**config.mk**
```make
export PLATFORM = sky130hd
export DESIGN_NAME = serial_day_to_calendar_unit
export DESIGN_NICKNAME = d
export VERILOG_FILES = /design/src/design/sdc_pkg.sv /design/src/design/serial_day_to_calendar_unit.sv /design/src/design/sdc_alu.sv /design/src/design/sdc_mul.sv
export SDC_FILE = /design/constraint.sdc
export NUM_CORES = 1
export LEC_CHECK = 0
export BUFFER_PORTS_ARGS = -buffer_cell sky130_fd_sc_hd__buf_2
export CAP_MARGIN = 20
export CORE_MARGIN = 4
export CORE_UTILIZATION = 40
export CTS_CLUSTER_DIAMETER = 100
export DETAILED_ROUTE_END_ITERATION = 6
export SYNTH_ARGS = -nofsm -noshare
export SYNTH_HDL_FRONTEND = slang
export SYNTH_SLANG_ARGS = --single-unit
```
**constraint.sdc**
```tcl
create_clock -name clock -period 13.49 [get_ports clock]
set_clock_uncertainty 0.1 [all_clocks]
set_input_delay 0.6745 -clock clock [delete_from_list [all_inputs] [get_ports clock]]
set_output_delay 0.6745 -clock clock [all_outputs]
set_load 0.03 [all_outputs]
```
**src/design/sdc_pkg.sv**
```systemverilog
// Package for the serial day to calendar unit.
// Holds widths, calendar constants, the month length function and the
// result type of the shared subtract/compare unit. No dependencies.
package sdc_pkg;

   // Fixed field widths of the item formats.
   localparam int DAYS_W     = 22;
   localparam int FRAC_IN_W  = 32;
   localparam int YEAR_OUT_W = 13;
   localparam int MON_W      = 4;
   localparam int MDAY_W     = 5;
   localparam int YDAY_W     = 10;
   localparam int WDAY_W     = 3;
   localparam int HOUR_W     = 5;
   localparam int MIN_W      = 6;
   localparam int SEC_W      = 6;
   localparam int REQ_DATA_W = 56;
   localparam int RSP_DATA_W = 56;

   // Defaults for the top level parameters.
   localparam int DEFAULT_FRACTION_BITS  = 32;
   localparam int DEFAULT_MAX_SERIAL_DAY = 2958465;

   // Shared unit width covers the day count and the seconds of a day.
   localparam int ALU_W = 23;

   // Multiplier constant operand width and the time constants.
   localparam int MUL_B_W  = 18;
   localparam int TMIN_W   = 11;
   localparam int TSEC_W   = 17;
   localparam logic [MUL_B_W-1:0] MINUTES_PER_DAY     = 18'd1440;
   localparam logic [MUL_B_W-1:0] HALF_SECONDS_PER_DAY = 18'd172800;
   localparam logic [MUL_B_W-1:0] SECONDS_PER_MINUTE  = 18'd60;

   // Restoring division steps: hour = minutes / 60, weekday = days mod 7.
   localparam int STEP_W    = 5;
   localparam int HOUR_TOP  = 4;
   localparam int WDAY_TOP  = 19;
   localparam logic [ALU_W-1:0] MINUTES_PER_HOUR = 23'd60;
   localparam logic [ALU_W-1:0] DAYS_PER_WEEK    = 23'd7;

   // Calendar constants.
   localparam logic [ALU_W-1:0] DAYS_LEAP_YEAR   = 23'd366;
   localparam logic [ALU_W-1:0] DAYS_COMMON_YEAR = 23'd365;
   localparam logic [8:0]       BASE_YEAR_MOD400 = 9'd300;
   localparam logic [8:0]       LAST_MOD400      = 9'd399;
   localparam logic [6:0]       LAST_MOD100      = 7'd99;
   localparam logic [MON_W-1:0] LAST_MONTH       = 4'd11;
   localparam logic [MON_W-1:0] FEBRUARY         = 4'd1;

   localparam logic [MDAY_W-1:0] MONTH_LEN [12] = '{
      5'd31, 5'd28, 5'd31, 5'd30, 5'd31, 5'd30,
      5'd31, 5'd31, 5'd30, 5'd31, 5'd30, 5'd31
   };

   // Result of the shared subtract/compare unit.
   typedef struct packed {
      logic [ALU_W-1:0] diff;
      logic             ge;
      logic             gt;
   } alu_res_type;

   // Length of a month; codes past December give zero.
   function automatic logic [MDAY_W-1:0] month_days(input logic [MON_W-1:0] mon,
                                                    input logic leap);
      logic [MDAY_W-1:0] len;
      if (mon > LAST_MONTH) begin
         len = '0;
      end else if (mon == FEBRUARY && leap) begin
         len = 5'd29;
      end else begin
         len = MONTH_LEN[mon];
      end
      return len;
   endfunction

endpackage

```
**src/design/serial_day_to_calendar_unit.sv**
```systemverilog
// Serial day to calendar converter, top level with the sequencer.
// Depends on sdc_pkg, sdc_alu and sdc_mul.
//
// Usage: an item on the req_ channel carries a serial date as whole days
// (day 1 is 1900-01-01, 1900 counted as a leap year) and a day fraction.
// The rsp_ channel returns one item per request with year, month, day of
// month, day of year, weekday and the rounded time of day; rsp_tuser flags
// a day count past the supported maximum, with all other fields zero.
// Sequence: the multiply steps, the seconds step, five hour steps and
// twenty weekday steps, then the year walk, one step per whole year, up
// to eleven month steps and the output step. An out of range item goes
// straight to the output step. Every subtract and compare step goes
// through the one shared subtractor, so the year walk sets the throughput;
// req_tready is high only while the unit is idle.
// The result sits in an output register, so a new item is accepted while
// the receiver stalls; the unit then waits before writing its next result.
// Reset is synchronous and active high; it clears the sequencer and drops
// rsp_tvalid. There is no configuration and no state kept between items.
module serial_day_to_calendar_unit
   import sdc_pkg::*;
#(
   parameter int FRACTION_BITS  = DEFAULT_FRACTION_BITS,
   parameter int MAX_SERIAL_DAY = DEFAULT_MAX_SERIAL_DAY
)
(
   input  logic                  clock,
   input  logic                  reset,
   input  logic                  req_tvalid,
   output logic                  req_tready,
   // req_tdata: serial_days[21:0], serial_fraction[53:22], zero pad [55:54]
   input  logic [REQ_DATA_W-1:0] req_tdata,
   output logic                  rsp_tvalid,
   input  logic                  rsp_tready,
   // rsp_tdata: year_offset[12:0], month_index[16:13], day_of_month[21:17],
   // day_of_year[31:22], weekday[34:32], hour[39:35], minute[45:40],
   // second[51:46], zero pad [55:52]
   output logic [RSP_DATA_W-1:0] rsp_tdata,
   // rsp_tuser: out_of_range[0]
   output logic                  rsp_tuser
);

   localparam int FRAC_W = (FRACTION_BITS < FRAC_IN_W) ? FRACTION_BITS : FRAC_IN_W;
   localparam int PROD_W = FRAC_W + MUL_B_W;
   localparam int YEAR_W = $clog2(MAX_SERIAL_DAY / 365 + 2);
   localparam logic [DAYS_W-1:0] MAX_DAY = DAYS_W'(MAX_SERIAL_DAY);

   // Sequencer codes.
   localparam logic [3:0] S_IDLE    = 4'd0;
   localparam logic [3:0] S_MUL_MIN = 4'd1;
   localparam logic [3:0] S_MUL_SEC = 4'd2;
   localparam logic [3:0] S_MUL_HR  = 4'd3;
   localparam logic [3:0] S_SEC     = 4'd4;
   localparam logic [3:0] S_HOUR    = 4'd5;
   localparam logic [3:0] S_WDAY    = 4'd6;
   localparam logic [3:0] S_YEAR    = 4'd7;
   localparam logic [3:0] S_MONTH   = 4'd8;
   localparam logic [3:0] S_DONE    = 4'd9;

   logic [3:0]            state_ff, state_in;
   logic [STEP_W-1:0]     step_ff, step_in;
   logic [DAYS_W-1:0]     days_ff, days_in;
   logic [FRAC_W-1:0]     frac_ff, frac_in;
   logic [DAYS_W-1:0]     rem_ff, rem_in;
   logic                  oor_ff, oor_in;
   logic [TMIN_W-1:0]     tmin_ff, tmin_in;
   logic [TSEC_W-1:0]     tsec_ff, tsec_in;
   logic [TSEC_W-1:0]     min60_ff, min60_in;
   logic [SEC_W-1:0]      sec_ff, sec_in;
   logic [HOUR_W-1:0]     hour_ff, hour_in;
   logic [WDAY_W-1:0]     wday_ff, wday_in;
   logic [YEAR_W-1:0]     year_ff, year_in;
   logic [6:0]            mod100_ff, mod100_in;
   logic [8:0]            mod400_ff, mod400_in;
   logic [MON_W-1:0]      mon_ff, mon_in;
   logic [YDAY_W-1:0]     yday_ff, yday_in;
   logic                  rsp_valid_ff, rsp_valid_in;
   logic [RSP_DATA_W-1:0] rsp_data_ff, rsp_data_in;
   logic                  rsp_user_ff, rsp_user_in;

   logic [DAYS_W-1:0]     req_days;
   logic [FRAC_IN_W-1:0]  req_frac;
   logic                  req_take;
   logic                  leap;
   logic [MDAY_W-1:0]     mlen;
   logic [ALU_W-1:0]      alu_a, alu_b;
   alu_res_type           alu_res;
   logic [FRAC_W-1:0]     mul_a;
   logic [MUL_B_W-1:0]    mul_b;
   logic [PROD_W-1:0]     prod;
   logic [TSEC_W:0]       half_sec;
   logic [2:0]            rem7;
   logic                  out_free;

   // Carry chain signals of the output cycle.
   logic                  c_sec, c_min, c_hour, c_day, c_mon;
   logic [SEC_W-1:0]      f_sec;
   logic [MIN_W-1:0]      f_min;
   logic [HOUR_W-1:0]     f_hour;
   logic [MDAY_W-1:0]     f_mday;
   logic [MON_W-1:0]      f_mon;
   logic [YEAR_OUT_W-1:0] f_year;
   logic [MIN_W:0]        min_inc;
   logic [HOUR_W:0]       hour_inc;
   logic [MDAY_W:0]       mday_inc;

   assign req_days   = req_tdata[DAYS_W-1:0];
   assign req_frac   = req_tdata[DAYS_W +: FRAC_IN_W];
   assign req_tready = (state_ff == S_IDLE);
   assign req_take   = req_tvalid && req_tready;
   assign rsp_tvalid = rsp_valid_ff;
   assign rsp_tdata  = rsp_data_ff;
   assign rsp_tuser  = rsp_user_ff;
   assign out_free   = !rsp_valid_ff || rsp_tready;

   // Leap rule with 1900 forced leap, from the running year residues.
   assign leap = (year_ff == '0) || (mod400_ff == '0) ||
                 ((year_ff[1:0] == 2'b00) && (mod100_ff != '0));
   assign mlen = month_days(mon_ff, leap);

   // Operand selection for the shared subtractor.
   always_comb begin
      alu_a = ALU_W'(rem_ff);
      alu_b = '0;
      unique case (state_ff)
         S_SEC: begin
            alu_a = ALU_W'(tsec_ff);
            alu_b = ALU_W'(min60_ff);
         end
         S_HOUR: begin
            alu_a = ALU_W'(tmin_ff);
            alu_b = MINUTES_PER_HOUR << step_ff;
         end
         S_WDAY: begin
            alu_b = DAYS_PER_WEEK << step_ff;
         end
         S_YEAR: begin
            alu_b = leap ? DAYS_LEAP_YEAR : DAYS_COMMON_YEAR;
         end
         S_MONTH: begin
            alu_b = ALU_W'(mlen);
         end
         default: begin
            alu_b = '0;
         end
      endcase
   end

   sdc_alu u_alu (
      .opa (alu_a),
      .opb (alu_b),
      .res (alu_res)
   );

   // Operand selection for the shared multiplier.
   always_comb begin
      mul_a = frac_ff;
      mul_b = MINUTES_PER_DAY;
      if (state_ff == S_MUL_SEC) begin
         mul_b = HALF_SECONDS_PER_DAY;
      end else if (state_ff == S_MUL_HR) begin
         mul_a = FRAC_W'(tmin_ff);
         mul_b = SECONDS_PER_MINUTE;
      end
   end

   sdc_mul #(
      .A_W (FRAC_W)
   ) u_mul (
      .mul_a (mul_a),
      .mul_b (mul_b),
      .prod  (prod)
   );

   // Rounded seconds: half seconds of the day plus one, halved.
   assign half_sec = (TSEC_W+1)'(prod >> FRACTION_BITS) + (TSEC_W+1)'(1);

   // Last weekday residue after the final restoring step.
   assign rem7 = alu_res.ge ? alu_res.diff[2:0] : rem_ff[2:0];

   // Carry of a rounded sixtieth second through the calendar fields.
   always_comb begin
      c_sec    = (sec_ff >= SEC_W'(60));
      f_sec    = c_sec ? sec_ff - SEC_W'(60) : sec_ff;
      min_inc  = (MIN_W+1)'(tmin_ff) + (MIN_W+1)'(c_sec);
      c_min    = (min_inc >= (MIN_W+1)'(60));
      f_min    = c_min ? MIN_W'(min_inc - (MIN_W+1)'(60)) : MIN_W'(min_inc);
      hour_inc = (HOUR_W+1)'(hour_ff) + (HOUR_W+1)'(c_min);
      c_hour   = (hour_inc >= (HOUR_W+1)'(24));
      f_hour   = c_hour ? HOUR_W'(hour_inc - (HOUR_W+1)'(24)) : HOUR_W'(hour_inc);
      mday_inc = (MDAY_W+1)'(rem_ff[MDAY_W-1:0]) + (MDAY_W+1)'(c_hour);
      c_day    = (mday_inc > (MDAY_W+1)'(mlen));
      f_mday   = c_day ? MDAY_W'(1) : MDAY_W'(mday_inc);
      c_mon    = c_day && (mon_ff == LAST_MONTH);
      f_mon    = c_mon ? '0 : (c_day ? mon_ff + MON_W'(1) : mon_ff);
      f_year   = YEAR_OUT_W'(year_ff) + YEAR_OUT_W'(c_mon);
   end

   // Sequencer and datapath registers.
   always_comb begin
      state_in     = state_ff;
      step_in      = step_ff;
      days_in      = days_ff;
      frac_in      = frac_ff;
      rem_in       = rem_ff;
      oor_in       = oor_ff;
      tmin_in      = tmin_ff;
      tsec_in      = tsec_ff;
      min60_in     = min60_ff;
      sec_in       = sec_ff;
      hour_in      = hour_ff;
      wday_in      = wday_ff;
      year_in      = year_ff;
      mod100_in    = mod100_ff;
      mod400_in    = mod400_ff;
      mon_in       = mon_ff;
      yday_in      = yday_ff;
      rsp_valid_in = rsp_valid_ff && !rsp_tready;
      rsp_data_in  = rsp_data_ff;
      rsp_user_in  = rsp_user_ff;

      unique case (state_ff)
         S_IDLE: begin
            if (req_take) begin
               days_in   = req_days;
               frac_in   = req_frac[FRAC_W-1:0];
               rem_in    = req_days;
               oor_in    = (req_days > MAX_DAY);
               year_in   = '0;
               mod100_in = '0;
               mod400_in = BASE_YEAR_MOD400;
               mon_in    = '0;
               state_in  = (req_days > MAX_DAY) ? S_DONE : S_MUL_MIN;
            end
         end
         S_MUL_MIN: begin
            tmin_in  = TMIN_W'(prod >> FRACTION_BITS);
            state_in = S_MUL_SEC;
         end
         S_MUL_SEC: begin
            tsec_in  = half_sec[TSEC_W:1];
            state_in = S_MUL_HR;
         end
         S_MUL_HR: begin
            min60_in = prod[TSEC_W-1:0];
            state_in = S_SEC;
         end
         S_SEC: begin
            sec_in   = alu_res.diff[SEC_W-1:0];
            hour_in  = '0;
            step_in  = STEP_W'(HOUR_TOP);
            state_in = S_HOUR;
         end
         S_HOUR: begin
            // One quotient bit of minutes / 60 per cycle.
            hour_in = {hour_ff[HOUR_W-2:0], alu_res.ge};
            if (alu_res.ge) begin
               tmin_in = alu_res.diff[TMIN_W-1:0];
            end
            if (step_ff == '0) begin
               step_in  = STEP_W'(WDAY_TOP);
               state_in = S_WDAY;
            end else begin
               step_in = step_ff - STEP_W'(1);
            end
         end
         S_WDAY: begin
            // Days mod 7 by restoring subtraction of shifted multiples.
            if (alu_res.ge) begin
               rem_in = alu_res.diff[DAYS_W-1:0];
            end
            if (step_ff == '0) begin
               wday_in  = (rem7 == 3'd0) ? 3'd6 : rem7 - 3'd1;
               rem_in   = days_ff;
               state_in = S_YEAR;
            end else begin
               step_in = step_ff - STEP_W'(1);
            end
         end
         S_YEAR: begin
            // One whole year per cycle while the remainder exceeds it.
            if (alu_res.gt) begin
               rem_in    = alu_res.diff[DAYS_W-1:0];
               year_in   = year_ff + YEAR_W'(1);
               mod100_in = (mod100_ff == LAST_MOD100) ? '0 : mod100_ff + 7'd1;
               mod400_in = (mod400_ff == LAST_MOD400) ? '0 : mod400_ff + 9'd1;
            end else begin
               yday_in  = rem_ff[YDAY_W-1:0] - YDAY_W'(1);
               state_in = S_MONTH;
            end
         end
         S_MONTH: begin
            if (mon_ff == LAST_MONTH || !alu_res.gt) begin
               state_in = S_DONE;
            end else begin
               rem_in = alu_res.diff[DAYS_W-1:0];
               mon_in = mon_ff + MON_W'(1);
            end
         end
         S_DONE: begin
            // Write the result once the output register is free.
            if (out_free) begin
               rsp_valid_in = 1'b1;
               rsp_user_in  = oor_ff;
               if (oor_ff) begin
                  rsp_data_in = '0;
               end else begin
                  rsp_data_in = {4'b0000, f_sec, f_min, f_hour, wday_ff, yday_ff,
                                 f_mday, f_mon, f_year};
               end
               state_in = S_IDLE;
            end
         end
         default: begin
            state_in = S_IDLE;
         end
      endcase
   end

   always_ff @(posedge clock) begin
      if (reset) begin
         state_ff     <= S_IDLE;
         rsp_valid_ff <= 1'b0;
      end else begin
         state_ff     <= state_in;
         rsp_valid_ff <= rsp_valid_in;
      end
   end

   always_ff @(posedge clock) begin
      step_ff     <= step_in;
      days_ff     <= days_in;
      frac_ff     <= frac_in;
      rem_ff      <= rem_in;
      oor_ff      <= oor_in;
      tmin_ff     <= tmin_in;
      tsec_ff     <= tsec_in;
      min60_ff    <= min60_in;
      sec_ff      <= sec_in;
      hour_ff     <= hour_in;
      wday_ff     <= wday_in;
      year_ff     <= year_in;
      mod100_ff   <= mod100_in;
      mod400_ff   <= mod400_in;
      mon_ff      <= mon_in;
      yday_ff     <= yday_in;
      rsp_data_ff <= rsp_data_in;
      rsp_user_ff <= rsp_user_in;
   end

endmodule

```
**src/design/sdc_alu.sv**
```systemverilog
// Shared subtract and compare unit of the serial day to calendar unit.
// Depends on sdc_pkg for the unit width and the result type.
module sdc_alu
   import sdc_pkg::*;
(
   input  logic [ALU_W-1:0] opa,
   input  logic [ALU_W-1:0] opb,
   output alu_res_type      res
);

   logic [ALU_W:0] wide_diff;

   // One subtraction; the borrow gives the compare results.
   always_comb begin
      wide_diff = {1'b0, opa} - {1'b0, opb};
      res.diff  = wide_diff[ALU_W-1:0];
      res.ge    = ~wide_diff[ALU_W];
      res.gt    = ~wide_diff[ALU_W] && (wide_diff[ALU_W-1:0] != '0);
   end

endmodule

```
**src/design/sdc_mul.sv**
```systemverilog
// Shared multiplier of the serial day to calendar unit: a variable operand
// times a constant chosen by the sequencer. Depends on sdc_pkg.
module sdc_mul
   import sdc_pkg::*;
#(
   parameter int A_W = FRAC_IN_W
)
(
   input  logic [A_W-1:0]         mul_a,
   input  logic [MUL_B_W-1:0]     mul_b,
   output logic [A_W+MUL_B_W-1:0] prod
);

   // Unsigned product at full width.
   assign prod = (A_W+MUL_B_W)'(mul_a) * (A_W+MUL_B_W)'(mul_b);

endmodule

```
* Word-level counts from Yosys, hierarchy flattened
Memory sizes are Yosys's and may differ from the RTL's.
Index checks and enable logic that the tools add are counted.
** Word-level totals
- Word-level logic and storage cells :: 169
- Bits in read-only memories :: 80
- Memories kept :: 1
- Bits in registers :: 246
- Bits of input ports :: 60
** Cells by class
- Multiply operators :: 1
- Equality and inequality tests :: 24
- Reduce and logical (&&, ||, !) cells :: 39
- Order comparisons :: 7
- Add/subtract/negate cells :: 16
- Muxes and demuxes :: 53
- Bitwise operators :: 3
- Shift-type cells :: 2
** Memories
- (name not given) :: depth 16, bits a word 5, rd ports 1, clocked after Yosys merged registers in 0, write ports 0, RTL line sdc_pkg.sv:72 : len = MONTH_LEN[mon];
** Operators with widths (count)
- one-hot mux 23 bit (5 select lines) :: 1
- two-way mux 22 bit :: 5
- one-hot mux 22 bit (4 select lines) :: 1
- two-way mux 32 bit :: 2
- multiplier 32 x 18 -> 50 bit :: 1
- one-hot mux 22 bit (2 select lines) :: 1
- two-way mux 4 bit :: 10
- two-way mux 5 bit :: 8
- one-hot mux 4 bit (10 select lines) :: 1
- two-way mux 9 bit :: 3
- two-way mux 13 bit :: 2
- one-hot mux 13 bit (2 select lines) :: 1
- subtractor 22 x 23 -> 24 bit :: 1
- nonzero test 23 bit :: 1
- << shifter 3 x 5 -> 23 bit (first input constant) :: 1
- << shifter 6 x 5 -> 23 bit (first input constant) :: 1
- greater-than comparator 22 bit (second input constant) :: 1
- two-way mux 11 bit :: 2
- one-hot mux 11 bit (2 select lines) :: 1
- two-way mux 7 bit :: 3
- adder 18 x 1 -> 18 bit (second input constant) :: 1
- two-way mux 18 bit :: 1
- inequality test 2 bit (second input constant) :: 9
- one-hot mux 9 bit (2 select lines) :: 1
- other kinds (54) :: 86

* Logic depth before layout (Yosys ltp)
Gate-level depths: netlist (run 1).
- Depth in word-level cells :: 14
- Depth in mapped cells :: 33

* Hierarchy
From an unflattened synthesis (run 1), not the netlist that was laid out.
** Second synthesis, totals
- Cell total of the unflattened synthesis :: 3330
- Area total of the unflattened synthesis :: 31564.0 µm²
** Modules (own cells, without submodules)
- sdc_mul :: cells an instance 2105, seq. area each 0.0 µm², times used 1, area an instance 18108.6 µm²
- serial_day_to_calendar_unit :: cells an instance 1037, seq. area each 7216.9 µm², times used 1, area an instance 12195.4 µm²
- sdc_alu :: cells an instance 188, seq. area each 0.0 µm², times used 1, area an instance 1260.0 µm²

* Least setup slack after synthesis (run 1)
No wires, ideal clock.
- Path type :: register to register
- From :: register state_ff[1]
- To :: register tsec_ff[13] (data pin)
- Path buffers :: 4
- Required time :: 13.128 ns
- Arrival time :: 8.123 ns
- Stages on the path, launching flop included :: 29
- Path slack :: 5.005 ns
- Period minus slack after synthesis :: 8.485 ns
- Path through :: dfxtp_1 -> clkbuf_1 -> and2_1 -> clkbuf_1 -> nand2b_1 -> inv_1 -> clkbuf_1 -> clkbuf_1 -> and2_1 -> ha_1 -> xor2_1 -> ha_1 -> fa_1 -> fa_1 -> fa_1 -> inv_1 -> fa_1 -> inv_1 -> ha_1 -> a21oi_1 -> o211ai_1 -> a221oi_1 -> a21oi_1 -> a211oi_2 -> xnor2_1 -> or4b_4 -> or4_4 -> nor4_4 -> xnor2_1
** On the way
- Word-level cells in the longest chain between the ends :: 5
- Elaborated cells on any way between the ends :: 8
- Those cells by class :: 1 x add/sub; 1 x mul; 2 x eq/ne; 4 x mux
** Ends and longest elaborated chain
- from (decl) :: RTL line serial_day_to_calendar_unit.sv:59 : logic [3:0] state_ff, state_in;
- from (signal assigned) :: RTL line serial_day_to_calendar_unit.sv:324 : state_ff <= state_in;
- equality test 4 x 2 -> 1 bit :: RTL line serial_day_to_calendar_unit.sv:160 : end else if (state_ff == S_MUL_HR) begin
- two-way mux 32 bit / two-way mux 11 bit (equally long branches) :: RTL line serial_day_to_calendar_unit.sv:160
- two-way mux 32 bit / two-way mux 18 bit (equally long branches) :: RTL line serial_day_to_calendar_unit.sv:158 : if (state_ff == S_MUL_SEC) begin
- multiplier 32 x 18 -> 50 bit (*) :: RTL line sdc_mul.sv:15 : assign prod = (A_W+MUL_B_W)'(mul_a) * (A_W+MUL_B_W)'(mul_b);
- adder 18 x 1 -> 18 bit (*) :: RTL line serial_day_to_calendar_unit.sv:175 : assign half_sec = (TSEC_W+1)'(prod >> FRACTION_BITS) + (TSEC_W+1)'(1);
- via half_sec[14] :: RTL line serial_day_to_calendar_unit.sv:90 : logic [TSEC_W:0] half_sec;
- to (signal assigned) :: RTL line serial_day_to_calendar_unit.sv:336 : tsec_ff <= tsec_in;
- to (decl) :: RTL line serial_day_to_calendar_unit.sv:66 : logic [TSEC_W-1:0] tsec_ff, tsec_in;
Mark *: on every way through the listed nets, which the timed path passes. The rest lies on a longest branch.
A chain may end at the register's enable or synchronous reset.

* Worst setup path in the final report (run 1)
- From :: register state_ff[3]
- To :: register tsec_ff[13] (data pin)
Same word-level chain as after synthesis.

==> results of run 1 <==
## cell type report
type / count / area [um^2]
Inverter: 523 / 1960
Clock inverter: 23 / 279
Clock buffer: 39 / 870
Fill cell: 6295 / 35600
Timing Repair Buffer: 131 / 711
Tap cell: 855 / 1070
Sequential cell: 240 / 7160
Multi-Input combinational cell: 1940 / 17100
## metal layers
metal	global-route usage, %	up-vias
li1	-	9377
met1	24.1	9511
met2	32.9	445
met3	2.34	83
met4	4.98	0
met5	0	-
## state kept, by name (all words and copies together) (netlist names)
| name | count |
|---|---|
| days_ff | 22 |
| frac_ff | 32 |
| hour_ff | 5 |
| min60_ff | 15 |
| mod100_ff | 7 |
| mod400_ff | 9 |
| mon_ff | 4 |
| oor_ff | 1 |
| rem_ff | 22 |
| rsp_tdata | 52 |
| rsp_tuser | 1 |
| rsp_tvalid | 1 |
| sec_ff | 6 |
| state_ff | 4 |
| step_ff | 5 |
| tmin_ff | 11 |
| tsec_ff | 17 |
| wday_ff | 3 |
| yday_ff | 10 |
| year_ff | 13 |
## final timing paths
path / start / to / slack [ns] / cells after the start
worst max-delay path: state_ff[3] / tsec_ff[13] / 4.14 / 32
worst min-delay path: req_tdata[45] / frac_ff[23] / 0.18 / 1
worst max register to register: state_ff[3] / tsec_ff[13] / 4.14 / 32
worst min register to register: wday_ff[0] / rsp_tdata[32] / 0.44 / 1
## through the flow
stage,instances,utilization [%],cell area [um^2]
3_5_place_dp,3689,43.3,28000
5_1_grt,3751,45.0,29100
3_3_place_gp,3688,43.2,28000
2_1_floorplan,2787,-,26500
4_1_cts,3751,45.0,29100
6_report,3751,45.0,29100
## layout by cell type, fill, tap and decap left out, types with 8 or more instances in the layout
cell type  synthesis  layout
a211oi_1          17      16
inv_1            522     521
xor2_1            48      48
ha_1             315     315
o211ai_1          14      14
o21a_1            18      18
nor3_1            48      47
xnor2_1           76      76
clkbuf_16          0      34
and3_1            24      23
fa_1             247     247
nand2b_1          23      23
o21ai_0          113     113
nand3_1           44      44
nand2_1          169     169
buf_4              8      18
conb_1             2      73
o22ai_1            8       8
nand4_1           23      23
a22oi_1           26      26
and2_1           124     124
o21bai_1           8       8
a22o_1             8       8
a221oi_1           9       9
nor4_1            15      15
nor2b_1           29      29
edfxtp_1         235     235
a21oi_1          122     122
or3_1             16      16
buf_2              0     112
nor2_1           149     148
a21o_1            34      34
or2_2              8       8
mux2i_1           20      20
## cells by family (layout without fill, tap and decap cells)
family | after synthesis | in the layout | synth area share (%)
DFF | 240 | 240 | 27.3
buffers and inverters | 607 | 716 | 8.79
adders and majority gates | 562 | 562 | 33.9
other | 2 | 73 | 0.0286
and+or+nand+nor | 707 | 707 | 13.9
muxes | 21 | 21 | 0.806
AOI/OAI and AO/OA | 453 | 453 | 11.2
xor gates and xnor gates | 124 | 124 | 4.14
## worst max-delay path, delay by kind of cell (launching register included)
family                   cells  cell delay (ns)
AO/OA/AOI/OAI                6             1.80
buffers and inverters       10             1.20
adder cells (fa/ha/maj)      7             2.91
XOR/XNOR                     2             0.34
AND/OR/NAND/NOR              7             2.02
flip-flops                   1             0.69
==> impl_metrics.csv, run 1 <==
group,metric,value,unit
status,status,"finished, final reports clean",
grt,antenna_found_initial,0,
place,io_buffer_count,112,
detailed_routing,drt_iter0_drc,1046,
cts,holdBufCountCts,0,
critical_path,cp_max_fo,35,
finish,final_layout_size_suffix_gt1_share,7.67,%
timing,fin_crit_sh,69.3,%
floorplan,core,64700,um^2
cts,cts_buffers,34,
finish,diodes,0,
critical_path,start_kind,"register",
timing,tightest_slew,1.01,ns
cts,clock_latency,0.57,ns
floorplan,io_pins,119,
critical_path,crit_top_cell,"inv_1",
timing,post-route-min-period,9.35,ns
timing,hold_ws,0.177,ns
detailed_routing,drt-total-wl,64.8,mm
timing,hold_violations,0,
grt,grt_pass1_vias,20200,
synth,synthFlopType,"edfxtp_1",
place,finalWeightedCongestion,0.926,
place,post-place-ws,4.28,ns
floorplan,fp.dieH,264,um
detailed_routing,wl_met1,28.3,mm
critical_path,worstPathRequired,13.71,ns
finish,fin_nets,3492,
cts,clockRootBuffer,"clkbuf_16",
critical_path,crit_path_max_incr_delay,0.69,ns
critical_path,cp_slowest_cell,"dfxtp_1",
synth,synth.distinct_cells,86,
synth,synth_seq_area_share,27.3,%
timing,rsz0062_at_grt,"no",
floorplan,dieWidth,264,um
timing,slew_headroom,32.0,%
floorplan,dieArea,69800,um^2
synth,ys_ff_latch,240,
place,dpl.hpwl,52.8,mm
detailed_routing,drt.antenna.violating_nets,0,
worst_hold_path,worstHoldPathType,"primary input to register",
detailed_routing,routed_via_density,5.18,
detailed_routing,vias,19400,
cts,cts.repair.resized,0,
floorplan,initial_core_util,40.6,%
floorplan,rows,93,
detailed_routing,route.met2.wl,32.0,mm
cts,clk_pin_slew,0.06,ns
timing,fin_ws,4.14,ns
synth,synth_area_leader_cell,"edfxtp_1",
detailed_routing,post-route-drc-count,0,
synth,synthTopCellsByCount,"inv_1, ha_1, fa_1",
critical_path,cp_data_arrival_time,9.57,ns
synth,synth_async_sr_flop_share,0,%
synth,ys_warn_count,0,
job,maxCapViolCount,0,
timing,fin_setup_tns,0,ns
synth,synth_area,26300,um^2
synth,synth_area_leaders,"edfxtp_1, fa_1, ha_1",
grt,overflow,0,
detailed_routing,top_layer,"met4",
synth,postSynthAreaPerCell,9.67,um^2
cts,h-tree-depth,2,
cts,postCtsSetupBuffers,0,
cts,clockBufferDepth,3,
timing,slew_viol_final,0,
synth,synth_edf_count,235,
cts,cts_tree,"done",
cts,cts_sinks,240,
detailed_routing,drt-pass1-iter-count,6,
detailed_routing,wl_met3,2.95,mm
timing,max_freq,107,MHz
finish,area_growth_syn_to_layout,11.0,%
critical_path,cp-end-kind,"register",
grt,grt_pass1_wl,106,mm
grt,grt_max_degree,58,
timing,finalSetupViolCount,0,
synth,synth_top_area_share,26.9,%
critical_path,crit_type,"register to register",
detailed_routing,wl_per_cell,17.3,um
synth,synth_most_common_cell,"inv_1",
synth,synth_cells,2716,
grt,grt_usage,18.6,%
Power of run 1 is left out: the tool's default activity adds up to more than one toggle a clock period on the data nets, which glitch-free logic cannot reach.
==> inputs of run 2 (changes only) <==
ABC_AREA = 1   (was default)
clock period = 9.56 ns   (was 13.49 ns; I/O delays follow)
==> run 2 against run 1 <==
  * Sequential share of layout area is 1.1 points lower
  * Worst hold slack worse by 0.14 ns
  * Wire length is 4.8% higher
  * Die area is 2.9% higher
  * Utilization is 0.37 points higher
  * Critical path type unchanged
  * Critical endpoint is now tsec_ff[11]
  * Highest routed layer unchanged
==> impl_metrics.csv, run 2 <==
group,metric,value,unit
status,status,"finished, final reports clean",
timing,rsz0062_at_grt,"no",
place,dp.cells,4310,
critical_path,cp-end-kind,"register",
timing,hold_ws,0.0359,ns
synth,synth_async_sr_flop_share,0,%
finish,nFillCells,6791,
worst_hold_path,hp-start,"req_tdata[10]",
synth,synth_area_leaders,"edfxtp_1, fa_1, ha_1",
floorplan,rows,95,
critical_path,cp_slowest_cell,"fa_1",
synth,postSynthAreaPerCell,8.23,um^2
detailed_routing,drt_iter0_drc,1257,
cts,cts_buffers,30,
cts,cts_tree,"done",
cts,h-tree-depth,1,
synth,synth_seq_area_share,26.5,%
timing,hold_violations,0,
critical_path,crit_path_max_incr_delay,0.54,ns
detailed_routing,drt.antenna.violating_nets,0,
detailed_routing,drt-total-wl,68.0,mm
cts,cts_sinks,240,
detailed_routing,vias,21200,
timing,fin_setup_tns,0,ns
critical_path,cp_max_fo,37,
synth,synth_top_area_share,26.1,%
floorplan,dieWidth,268,um
timing,slew_headroom,37.8,%
finish,final_cell_mix,"inv_1, nand2_1, nor2_1",
grt,grt_pass1_vias,21500,
finish,final_layout_size_suffix_gt1_share,7.66,%
cts,clk_pin_slew,0.06,ns
finish,area_growth_syn_to_layout,12.7,%
detailed_routing,wl_per_cell,15.4,um
worst_hold_path,worstHoldPathType,"primary input to register",
synth,synth.distinct_cells,62,
grt,grt_max_degree,56,
floorplan,fp.dieH,268,um
synth,ys_ff_latch,240,
cts,clockRootBuffer,"clkbuf_16",
critical_path,r2r_cells,31,
finish,fin_nets,4140,
critical_path,crit_type,"register to register",
grt,grt_pass1_wl,112,mm
critical_path,rr_endpoint,"tsec_ff[11]",
timing,post-route-min-period,8.12,ns
worst_hold_path,min_to,"days_ff[10]",
critical_path,start_kind,"register",
synth,ys_warn_count,0,
cts,clockBufferDepth,3,
detailed_routing,drt-pass1-iter-count,5,
synth,synthTopCellsByCount,"inv_1, nand2_1, nor2_1",
finish,final_cells,4413,
worst_hold_path,holdPathStages,1,
critical_path,worstPathRequired,9.82,ns
detailed_routing,routed_via_density,4.80,
cts,clock_latency,0.60,ns
grt,grt_usage,19.4,%
timing,finalSetupViolCount,0,
finish,largest_reg_flops,52,
floorplan,core,67000,um^2
critical_path,cp_data_arrival_time,8.38,ns
synth,synth_edf_count,235,
cts,postCtsSetupBuffers,0,
place,finalWeightedCongestion,0.955,
timing,tightest_slew,0.933,ns
detailed_routing,post-route-drc-count,0,
synth,synth_most_common_cell,"inv_1",
critical_path,r2r_start,"state_ff[2]",
timing,fin_crit_sh,84.9,%
synth,synth_cells,3285,
timing,slew_viol_final,0,
synth,synthFlopType,"edfxtp_1",
finish,diodes,0,
grt,antenna_found_initial,0,
place,post-place-ws,1.46,ns
timing,max_freq,123,MHz
place,dpl.hpwl,56.9,mm
cts,cts.repair.resized,0,
grt,overflow,0,
critical_path,reg2reg_slack,1.44,ns
job,maxCapViolCount,0,
timing,fin_ws,1.44,ns
critical_path,crit_top_cell,"inv_1",
cts,holdBufCountCts,48,
synth,synth_area,27000,um^2
floorplan,initial_core_util,40.3,%
synth,synth_area_leader_cell,"edfxtp_1",
place,io_buffer_count,112,
finish,layout.cells.most_common,"inv_1",
floorplan,io_pins,119,
floorplan,dieArea,71800,um^2
==> run 2: cell types whose count changed after synthesis, sizes merged, moves of 28 or more <==
cell,before,now
nor2,150,437
nor2b,29,0
inv,522,848
clkbuf,69,40
xnor2,76,14
a21o,34,6
nand3,44,89
and2,125,2
nand2,169,520
==> run 2: kinds of logic (layout without fill, tap and decap cells) <==
kind of cell               after synthesis  after routing  share of synthesized area [%]
AOI/OAI and AO/OA                      351            351                           7.70
xor gates and xnor gates                68             68                           2.29
and+or+nand+nor                       1160           1160                           18.0
buffers and inverters                  902           1086                           12.6
other                                    2             73                         0.0278
DFF                                    240            240                           26.5
adders and majority gates              562            562                           32.9
==> run 2: critical path: cells and delay by family (launching register included) <==
family	cells	cell delay, ns
simple gates	10	1.74
flops	1	0.40
fa+ha+maj	8	3.32
buf+inv	8	1.11
xor+xnor	1	0.36
compound gates	4	0.79
==> run 2: through the flow <==
| step | util [%] | instance area (um^2) |
|---|---|---|
| floorplan | - | 27300 |
| global placement | 43.1 | 28900 |
| detailed placement | 43.1 | 28900 |
| CTS | 45.4 | 30400 |
| global route | 45.4 | 30400 |
| finish | 45.4 | 30400 |
==> run 2: how the worst max path moves through the flow <==
stage	slack, ns	cells after the start	end	from
6_report	1.44	31	tsec_ff[11]	state_ff[2]
5_1_grt	0.92	31	tsec_ff[11]	state_ff[2]
4_1_cts	1.46	31	tsec_ff[11]	state_ff[2]
3_5_place_dp	1.46	31	tsec_ff[11]	state_ff[2]
3_3_place_gp	1.50	31	tsec_ff[15]	state_ff[2]
2_1_floorplan	2.19	28	tsec_ff[11]	state_ff[1]
==> run 2: layout make-up <==
cell class	count	area (um^2)	area share, %
Sequential cell	240	7160	23.5
Clock buffer	36	773	2.54
Tap cell	873	1090	3.59
Multi-Input combinational cell	2214	16800	55.1
Clock inverter	18	259	0.851
Inverter	852	3200	10.5
Timing Repair Buffer	180	1190	3.90
==> run 2: layer usage <==
layer  global-route usage (%)  vias to the layer above  part of all wire [%]  routed length, um
li1                         -                    10700                     -                  -
met1                     26.1                     9916                    45              30700
met2                     33.2                      468                    47              32000
met3                     1.99                      108                   4.2               2830
met4                     5.89                        0                   3.6               2430
met5                        0                        -                     0                  0
Power of run 2 is left out for the same reason.
==> inputs of run 3 (changes only) <==
clock period = 7.7 ns   (was 9.56 ns; I/O delays follow)
==> run 3 against run 2 <==
  * First-iteration DRC count grew 13%
  * Non-clock buffer count grew 32
  * Via count grew 1.5%
  * Die area is the same
  * Critical path depth grew 3
  * Utilization grew 0.69 points
  * Wire length grew 3.1%
  * Critical path type unchanged
  * Critical endpoint unchanged
==> impl_metrics.csv, run 3 (synthesized netlist as in run 2, its figures left out) <==
group,metric,value,unit
floorplan,io_pins,119,
cts,h-tree-depth,1,
timing,slew_headroom,41.6,%
floorplan,core,67000,um^2
job,maxCapViolCount,0,
finish,fin_nets,4173,
finish,final_cell_mix,"inv_1, nand2_1, nor2_1",
detailed_routing,post-route-drc-count,0,
finish,final-seq-area,7160,um^2
cts,cts_buffers,31,
finish,final_layout_size_suffix_gt1_share,9.28,%
floorplan,dieArea,71800,um^2
grt,grt_pass1_vias,21600,
grt,grt_usage,19.6,%
floorplan,dieWidth,268,um
grt,overflow,0,
timing,max_freq,138,MHz
critical_path,cp_slowest_cell,"fa_1",
detailed_routing,drt.antenna.violating_nets,0,
cts,clockRootBuffer,"clkbuf_16",
finish,multi_input_area,16900,um^2
cts,clockBufferDepth,3,
critical_path,cp_max_fo,15,
timing,tightest_slew,0.877,ns
floorplan,fp.dieH,268,um
critical_path,worstPathRequired,7.97,ns
detailed_routing,drt_iter0_drc,1424,
critical_path,cp-end-kind,"register",
floorplan,initial_core_util,40.3,%
finish,area_growth_syn_to_layout,14.4,%
critical_path,r2r_cells,34,
timing,slew_viol_final,0,
place,io_buffer_count,112,
detailed_routing,vias,21500,
finish,nFillCells,6677,
cts,cts_sinks,240,
critical_path,crit_top_cell,"inv_1",
cts,clock_latency,0.62,ns
floorplan,rows,95,
timing,post-route-min-period,7.22,ns
critical_path,crit_buf_inv,9,
detailed_routing,drt-pass1-iter-count,6,
worst_hold_path,holdPathStages,4,
status,status,"finished, final reports clean",
timing,rsz0062_at_grt,"no",
grt,grt_max_degree,56,
cts,clk_pin_slew,0.07,ns
detailed_routing,drt-total-wl,70.1,mm
critical_path,cp_data_arrival_time,7.50,ns
critical_path,crit_type,"register to register",
critical_path,crit_path_max_incr_delay,0.54,ns
timing,finalSetupViolCount,0,
critical_path,cp_top_family,"adder cells",
timing,fin_setup_tns,0,ns
critical_path,cp.depth,34,
grt,grt_pass1_wl,112,mm
worst_hold_path,worstHoldPathType,"primary input to register",
timing,fin_crit_sh,93.8,%
timing,hold_violations,0,
detailed_routing,wl_per_cell,15.7,um
cts,cts_tree,"done",
grt,antenna_found_initial,3,
finish,largest_reg_flops,52,
finish,layout.cells.most_common,"inv_1",
critical_path,start_kind,"register",
place,finalWeightedCongestion,0.957,
detailed_routing,routed_via_density,4.83,
place,dpl.hpwl,58.0,mm
## run 3: per-layer routing
metal,up-vias,share of wire [%],track usage [%]
met4,0,3.2,5.95
met5,-,0,0
met2,505,48,34.1
met1,10100,44,25.6
li1,10800,-,-
met3,118,4.7,2.36
## run 3: area by class of cell
class | count | area share [%]
multi-input cells | 2214 | 54.6
inverters | 852 | 10.3
clock buffers | 32 | 2.52
repair buffers | 212 | 4.91
diodes | 2 | 0.0162
clock inverters | 26 | 0.882
flip-flops and latches | 240 | 23.2
well taps | 873 | 3.53
## run 3: worst paths after layout
| check | to | slack (ns) | start |
|---|---|---|---|
| max reg2reg | tsec_ff[11] | 0.48 | state_ff[2] |
| min reg2reg | rsp_tdata[30] | 0.43 | yday_ff[8] |
| max | tsec_ff[11] | 0.48 | state_ff[2] |
| min | rsp_tvalid | 0.07 | rsp_tready |
## run 3: timing repair
item / in CTS / in global routing
hold endpoints to repair: 66 / 0
resized for setup: 0 / 36
setup endpoints to repair: 0 / 12
buffers inserted: 0 / 1
hold buffers: 55 / 0
## run 3: stage by stage
stage	cells	area (um^2)	setup slack [ns]	util (%)	hold slack (ns)
3_5_place_dp	4334	29200	0.242	43.5	0.420
5_1_grt	4449	30900	0.0233	46.1	0.0794
3_3_place_gp	4333	29100	0.329	43.5	0.414
4_1_cts	4447	30800	0.223	45.9	0.0265
6_report	4451	30900	0.477	46.1	0.0705
2_1_floorplan	3356	27300	0.326	-	0.354
## run 3: worst reg2reg max path: cells and delay by family, from the launching register on
kind            cells  cell delay, ns
simple gates       12            1.67
fa+ha+maj           8            3.13
flops               1            0.36
buf+inv             9            0.75
compound gates      4            0.76
xor+xnor            1            0.20
Power of run 3 is left out for the same reason.
